File: src/design/binary_to_decimal_ascii_core_assert.svh
// Assertion macros for the binary to decimal ASCII core.
// Included by the top level; needs no other file.
`ifndef BINARY_TO_DECIMAL_ASCII_CORE_ASSERT_SVH
`define BINARY_TO_DECIMAL_ASCII_CORE_ASSERT_SVH

// Same-cycle implication, disabled during reset.
`define B2DA_ASSERT_SAME(label, clk, rst_n, ante, cons) \
  label: assert property (@(posedge clk) disable iff (!(rst_n)) (ante) |-> (cons)) \
    else $error("b2da assertion failed");

// Next-cycle implication, disabled during reset.
`define B2DA_ASSERT_NEXT(label, clk, rst_n, ante, cons) \
  label: assert property (@(posedge clk) disable iff (!(rst_n)) (ante) |=> (cons)) \
    else $error("b2da assertion failed");

`endif

File: src/design/b2da_pkg.sv
// Shared types and constants for the binary to decimal ASCII core.
// No dependencies.
package b2da_pkg;

  localparam int unsigned WideBits  = 32;
  localparam int unsigned ByteBits  = 8;
  localparam int unsigned NumDigits = 10;
  localparam int unsigned WideTop   = 9;
  localparam int unsigned ByteTop   = 2;
  localparam int unsigned CntW      = 6;
  localparam int unsigned IdxW      = 4;
  localparam logic [5:0]  AsciiZero = 6'h30;

  typedef struct packed {
    logic [31:0] value;
    logic        wide_mode;
    logic        keep_leading_zeros;
  } b2da_in_t;

  typedef struct packed {
    logic [5:0] digit_char;
    logic       last;
  } b2da_out_t;

  typedef struct packed {
    logic load;
    logic shift;
    logic skip;
    logic emit;
  } b2da_cmd_t;

  typedef struct packed {
    logic shift_done;
    logic skip_ok;
    logic idx_zero;
    logic out_free;
  } b2da_sts_t;

endpackage

File: src/design/b2da_ctrl.sv
// Controller for the binary to decimal ASCII core: accept, convert, emit.
// Depends on b2da_pkg.
module b2da_ctrl (
  input  logic                clk_i,
  input  logic                rst_ni,
  input  logic                in_valid_i,
  output logic                in_stall_o,
  input  b2da_pkg::b2da_sts_t sts_i,
  output b2da_pkg::b2da_cmd_t cmd_o
);
  import b2da_pkg::*;

  typedef enum logic [2:0] {
    StIdle = 3'b001,
    StConv = 3'b010,
    StEmit = 3'b100
  } state_e;

  state_e state_q, state_d;

  always_comb begin
    state_d    = state_q;
    cmd_o      = '0;
    in_stall_o = 1'b1;
    case (state_q)
      StIdle: begin
        in_stall_o = 1'b0;
        if (in_valid_i) begin
          cmd_o.load = 1'b1;
          state_d    = StConv;
        end
      end
      StConv: begin
        cmd_o.shift = 1'b1;
        if (sts_i.shift_done) begin
          state_d = StEmit;
        end
      end
      StEmit: begin
        if (sts_i.skip_ok) begin
          cmd_o.skip = 1'b1;
        end else if (sts_i.out_free) begin
          cmd_o.emit = 1'b1;
          if (sts_i.idx_zero) begin
            state_d = StIdle;
          end
        end
      end
      default: state_d = StIdle;
    endcase
  end

  always_ff @(posedge clk_i or negedge rst_ni) begin
    if (!rst_ni) begin
      state_q <= StIdle;
    end else begin
      state_q <= state_d;
    end
  end

endmodule

File: src/design/b2da_dp.sv
// Datapath for the binary to decimal ASCII core: shift-add-3 BCD conversion,
// digit selection and output register. Depends on b2da_pkg.
module b2da_dp (
  input  logic                clk_i,
  input  logic                rst_ni,
  input  b2da_pkg::b2da_in_t  in_data_i,
  input  b2da_pkg::b2da_cmd_t cmd_i,
  output b2da_pkg::b2da_sts_t sts_o,
  output logic                out_valid_o,
  input  logic                out_stall_i,
  output b2da_pkg::b2da_out_t out_data_o
);
  import b2da_pkg::*;

  logic [WideBits-1:0]    bin_q, bin_d;
  logic [4*NumDigits-1:0] bcd_q, bcd_d, adj;
  logic [CntW-1:0]        cnt_q, cnt_d;
  logic [IdxW-1:0]        idx_q, idx_d;
  logic                   supp_q, supp_d;
  logic                   out_valid_q, out_valid_d;
  b2da_out_t              out_q, out_d;
  logic [3:0]             digit;
  logic [WideBits-1:0]    masked;

  assign masked = in_data_i.wide_mode ? in_data_i.value
                                      : {{(WideBits-ByteBits){1'b0}},
                                         in_data_i.value[ByteBits-1:0]};

  always_comb begin
    for (int i = 0; i < NumDigits; i++) begin
      adj[4*i +: 4] = (bcd_q[4*i +: 4] >= 4'd5) ? bcd_q[4*i +: 4] + 4'd3
                                                 : bcd_q[4*i +: 4];
    end
  end

  assign digit = bcd_q[4*idx_q +: 4];

  assign sts_o.shift_done = (cnt_q == CntW'(1));
  assign sts_o.skip_ok    = supp_q && (digit == 4'd0) && (idx_q != '0);
  assign sts_o.idx_zero   = (idx_q == '0);
  assign sts_o.out_free   = !out_valid_q || !out_stall_i;

  always_comb begin
    bin_d       = bin_q;
    bcd_d       = bcd_q;
    cnt_d       = cnt_q;
    idx_d       = idx_q;
    supp_d      = supp_q;
    out_d       = out_q;
    out_valid_d = out_valid_q && out_stall_i;
    if (cmd_i.load) begin
      bin_d  = in_data_i.wide_mode ? masked : (masked << (WideBits - ByteBits));
      bcd_d  = '0;
      cnt_d  = in_data_i.wide_mode ? CntW'(WideBits) : CntW'(ByteBits);
      idx_d  = in_data_i.wide_mode ? IdxW'(WideTop) : IdxW'(ByteTop);
      supp_d = !in_data_i.keep_leading_zeros || (masked == '0);
    end
    if (cmd_i.shift) begin
      bcd_d = {adj[4*NumDigits-2:0], bin_q[WideBits-1]};
      bin_d = {bin_q[WideBits-2:0], 1'b0};
      cnt_d = cnt_q - CntW'(1);
    end
    if (cmd_i.skip) begin
      idx_d = idx_q - IdxW'(1);
    end
    if (cmd_i.emit) begin
      out_d.digit_char = AsciiZero + {2'b00, digit};
      out_d.last       = (idx_q == '0);
      out_valid_d      = 1'b1;
      supp_d           = 1'b0;
      idx_d            = idx_q - IdxW'(1);
    end
  end

  always_ff @(posedge clk_i or negedge rst_ni) begin
    if (!rst_ni) begin
      out_valid_q <= 1'b0;
      cnt_q       <= '0;
    end else begin
      out_valid_q <= out_valid_d;
      cnt_q       <= cnt_d;
    end
  end

  always_ff @(posedge clk_i) begin
    bin_q  <= bin_d;
    bcd_q  <= bcd_d;
    idx_q  <= idx_d;
    supp_q <= supp_d;
    out_q  <= out_d;
  end

  assign out_valid_o = out_valid_q;
  assign out_data_o  = out_q;

endmodule

File: src/design/binary_to_decimal_ascii_core.sv
// Sequence: accept, shift-add-3 over the 8 (byte) or 32 (wide) input bits, then a
// skip per suppressed leading zero (up to 9) and an emit per digit sent; an emit
// waits while the one-entry output register is full and stalled.
// One number at a time in the single conversion register, until the last emit.
// Reset: asynchronous, active low; clears the controller, output valid and bit counter.
// Depends on b2da_pkg, b2da_ctrl, b2da_dp and the assertion macro header.
`include "binary_to_decimal_ascii_core_assert.svh"
module binary_to_decimal_ascii_core (
  input  logic                clk_i,
  input  logic                rst_ni,
  input  logic                in_valid_i,
  output logic                in_stall_o,
  input  b2da_pkg::b2da_in_t  in_data_i,
  output logic                out_valid_o,
  input  logic                out_stall_i,
  output b2da_pkg::b2da_out_t out_data_o
);
  import b2da_pkg::*;

  b2da_cmd_t cmd;
  b2da_sts_t sts;

  b2da_ctrl u_ctrl (
    .clk_i      (clk_i),
    .rst_ni     (rst_ni),
    .in_valid_i (in_valid_i),
    .in_stall_o (in_stall_o),
    .sts_i      (sts),
    .cmd_o      (cmd)
  );

  b2da_dp u_dp (
    .clk_i       (clk_i),
    .rst_ni      (rst_ni),
    .in_data_i   (in_data_i),
    .cmd_i       (cmd),
    .sts_o       (sts),
    .out_valid_o (out_valid_o),
    .out_stall_i (out_stall_i),
    .out_data_o  (out_data_o)
  );

  `B2DA_ASSERT_NEXT(a_busy_after_accept, clk_i, rst_ni, in_valid_i && !in_stall_o, in_stall_o)
  `B2DA_ASSERT_SAME(a_emit_into_free_slot, clk_i, rst_ni, cmd.emit, sts.out_free)
  `B2DA_ASSERT_NEXT(a_idle_after_final, clk_i, rst_ni, cmd.emit && sts.idx_zero, !in_stall_o)

endmodule
File: config.mk
export PLATFORM = sky130hd
export DESIGN_NAME = binary_to_decimal_ascii_core
export DESIGN_NICKNAME = d
export VERILOG_FILES = /design/src/design/b2da_pkg.sv /design/src/design/b2da_ctrl.sv /design/src/design/b2da_dp.sv /design/src/design/binary_to_decimal_ascii_core.sv
export VERILOG_INCLUDE_DIRS = /design/src /design/src/design
export SDC_FILE = /design/constraint.sdc
export NUM_CORES = 1
export LEC_CHECK = 0
export BUFFER_PORTS_ARGS = -buffer_cell sky130_fd_sc_hd__buf_2
export CAP_MARGIN = 5
export CELL_PAD_IN_SITES_DETAIL_PLACEMENT = 1
export CELL_PAD_IN_SITES_GLOBAL_PLACEMENT = 2
export CORE_UTILIZATION = 36
export DETAILED_ROUTE_END_ITERATION = 10
export PLACE_DENSITY = 0.77
export SYNTH_ARGS = -nofsm -noshare
export SYNTH_HDL_FRONTEND = slang
export SYNTH_SLANG_ARGS = --single-unit
export TNS_END_PERCENT = 100
File: constraint.sdc
create_clock -name clk_i -period 3.3 [get_ports clk_i]
set_input_delay 0.33 -clock clk_i [delete_from_list [all_inputs] [get_ports clk_i]]
set_output_delay 0.33 -clock clk_i [all_outputs]
set_load 0.01 [all_outputs]
==> out/metrics.yaml <==
clockRootBuffer: "clkbuf_16"
worst-path-max-fanout: 18
cts_tree: "yes"
p_switching_w: 0.00183
hold_start: "in_data_i[2]"
fin_ws_ns: 0.434
grt_max_degree: 47
cp.required_ns: 3.32
clock_skew_ns: 0.00769
holdCritPathClass: "in -> reg"
seq_area_mm2: 0.00269
path_clk_slew_ns: 0.07
cp_num_buf_inv: 1
path_cells: "buf_4 -> mux2_1 -> o22ai_1 -> nor3_1 -> or4_4 -> o21ba_4 -> o21ai_1"
cts_buffers: 9
synthCells: 467
final_common_cell: "edfxtp_1"
drc: 0
ios: 47
synth_edf_count: 80
status: "completed"
setup.worst_path.start: "u_dp.idx_q[0]"
rows: 42
grt_usage: 0.178
setup_tns_ns: 0
start_util: 0.376
synth_flop_cell: "edfxtp_1"
grt_pass1_vias: 3964
cts.sinks: 92
slew_headroom: 0.590
cap_viol_max_count: 0
slowest_stage: "or4_4"
min_period_over_period: 0.868
place.gp.congestion: 0.830
yosysSeqAreaShare: 0.533
wl_um: 11700
yosysWarnings: 0
fillers: 1518
final_cell_mix: "edfxtp_1 (80), nor2_1 (53), nand2_1 (46)"
syn_avg_cell_area_um2: 10.8
cp-end-kind: "flop"
ctsResizeCount: 0
coreArea_mm2: 0.0135
rsz0062_at_grt: "no"
worst_path_dominant_cell_family: "compound AO/OA/AOI/OAI gates"
drv_slew: 0
n_antenna_cell: 0
r2r_start: "u_dp.idx_q[0]"
dieArea_mm2: 0.0145
detail_route.iter0.violations: 162
ys_ff_latch: 92
overflow: 0
syn_area_mm2: 0.00505
fmax_mhz: 349
combinationalPowerShare: 0.335
clkPwrFrac: 0.215
h-tree-depth: 3
pre_cts_ws_ns: 0.430
p_leak_nw: 2.21
ant_nets: 0
routed_via_density: 5.32
insertion_delay_ns: 0.35
drive_above_1_share: 0.150
hold_viol: 0
vias: 3668
start_kind: "flop"
power_density_mw_per_mm2: 855
switching_share: 0.371
p_seq_frac: 0.450
wl_per_cell_um: 17.0
chipHeight_um: 120
drt_first_pass_iters: 4
syn_to_final_growth_pct: 13.9
die_w_um: 120
path_class: "reg -> reg"
io_buffers: 44
total_power_w: 0.00492
internal_power_w: 0.00309
r2r_slack_ns: 0.43
async_reset_ff_frac: 0.109
multiInputGateArea_mm2: 0.00217
vdd_drop_max_mv: 0.381
cp.arrival_ns: 2.88
slowest_delay_ns: 0.58
post-route-min-period_ns: 2.87
grt_pass1_wl_um: 20000
clock_path_buffers: 2
dp_hpwl_um: 8360
setup_violations: 0
tightest_slew_ns: 0.615
antenna_found_initial: 0
nNetsFinal: 569
yosysUniqueCellTypes: 53
==> logic make-up (layout without fill, tap and decap cells) <==
family | after synthesis | after routing | share of synthesized area
mux | 23 | 23 | 0.0542
xor+xnor | 22 | 22 | 0.0381
flops | 92 | 92 | 0.533
simple gates | 153 | 153 | 0.140
other cells | 1 | 2 | 0.000742
buf+inv | 48 | 93 | 0.0389
compound gates | 105 | 105 | 0.139
fa+ha+maj | 23 | 23 | 0.0569
==> power by group through the flow <==
stage	combinational, W	sequential (W)	clock, W
3_5_place_dp	0.00167	0.00224	0
5_1_grt	0.00188	0.00229	0.00113
4_1_cts	0.00168	0.00222	0.00109
3_3_place_gp	0.00159	0.00223	0
6_report	0.00165	0.00221	0.00106
2_1_floorplan	0.00131	0.00208	0
==> cells in the mapped netlist, types with 3 or more instances <==
cell type	count	area, um^2
edfxtp_1	80	2400
nor2_1	53	199
nand2_1	46	173
a21oi_1	32	160
inv_1	26	97.6
a22o_1	24	210
o21ai_0	24	120
ha_1	23	288
clkbuf_1	17	63.8
nor3_1	16	80.1
mux2i_1	15	150
nand2b_1	11	68.8
xnor2_1	11	96.3
xor2_1	11	96.3
dfrtp_1	9	225
nor4_1	8	50.1
mux2_1	5	56.3
a31oi_1	4	25.0
o22ai_1	4	25.0
mux4_2	3	67.6
o21bai_1	3	22.5
or3_1	3	18.8
==> flip-flops by register name, summed over array words and instances, names as in the netlist <==
name	cells
u_dp.bcd_q	40
u_dp.cnt_q	6
u_dp.idx_q	4
u_ctrl.state_q	3
u_dp.bin_q	32
u_dp.out_valid_o	1
u_dp.supp_q	1
u_dp.out_data_o	5
==> per-stage QoR <==
| step | util | std cells | instance area (um^2) | hold slack, ns |
|---|---|---|---|---|
| floorplan | - | 468 | 5060 | 0.0344 |
| global placement | 0.405 | 672 | 5450 | 0.211 |
| detailed placement | 0.405 | 672 | 5450 | 0.209 |
| CTS | 0.428 | 689 | 5760 | 0.226 |
| global route | 0.428 | 689 | 5760 | 0.256 |
| finish | 0.428 | 689 | 5760 | 0.242 |
==> worst register-to-register path, cell delays in order, from the launching register on <==
cell and delay (ns):
edfxtp_1 0.50, buf_4 0.32, mux2_1 0.36, o22ai_1 0.16, nor3_1 0.09, or4_4 0.58, o21ba_4 0.23, o21ai_1 0.30
==> metal layers <==
layer / share of wire / up-vias / GRT usage
met5: 0 / - / 0
met4: 0.012 / 0 / 0.0532
met3: 0.035 / 11 / 0.0458
met2: 0.48 / 53 / 0.289
met1: 0.48 / 1827 / 0.233
li1: - / 1777 / -
==> area by class of cell <==
| type | count | share of cell area |
|---|---|---|
| clock buffers | 9 | 0.0391 |
| multi-input cells | 328 | 0.377 |
| flip-flops and latches | 92 | 0.468 |
| well taps | 176 | 0.0382 |
| repair buffers | 51 | 0.0478 |
| inverters | 26 | 0.0169 |
| clock inverters | 7 | 0.0135 |
==> path summary, 6_finish.rpt <==
path	end	cells past startpoint
setup / recovery	u_dp.idx_q[1]	7
hold reg to reg	u_dp.bin_q[0]	1
min in group asynchronous	u_dp.cnt_q[3]	2
setup reg to reg	u_dp.idx_q[1]	7
hold / removal	u_dp.bin_q[0]	2
max in group asynchronous	u_ctrl.state_q[0]	2
==> repair_timing <==
item | in CTS | in global routing
hold endpoints to repair | 9 | 0
setup buffers | 0 | 0
hold buffers | 1 | 0
No activity file was read; power rests on OpenSTA's default activity.
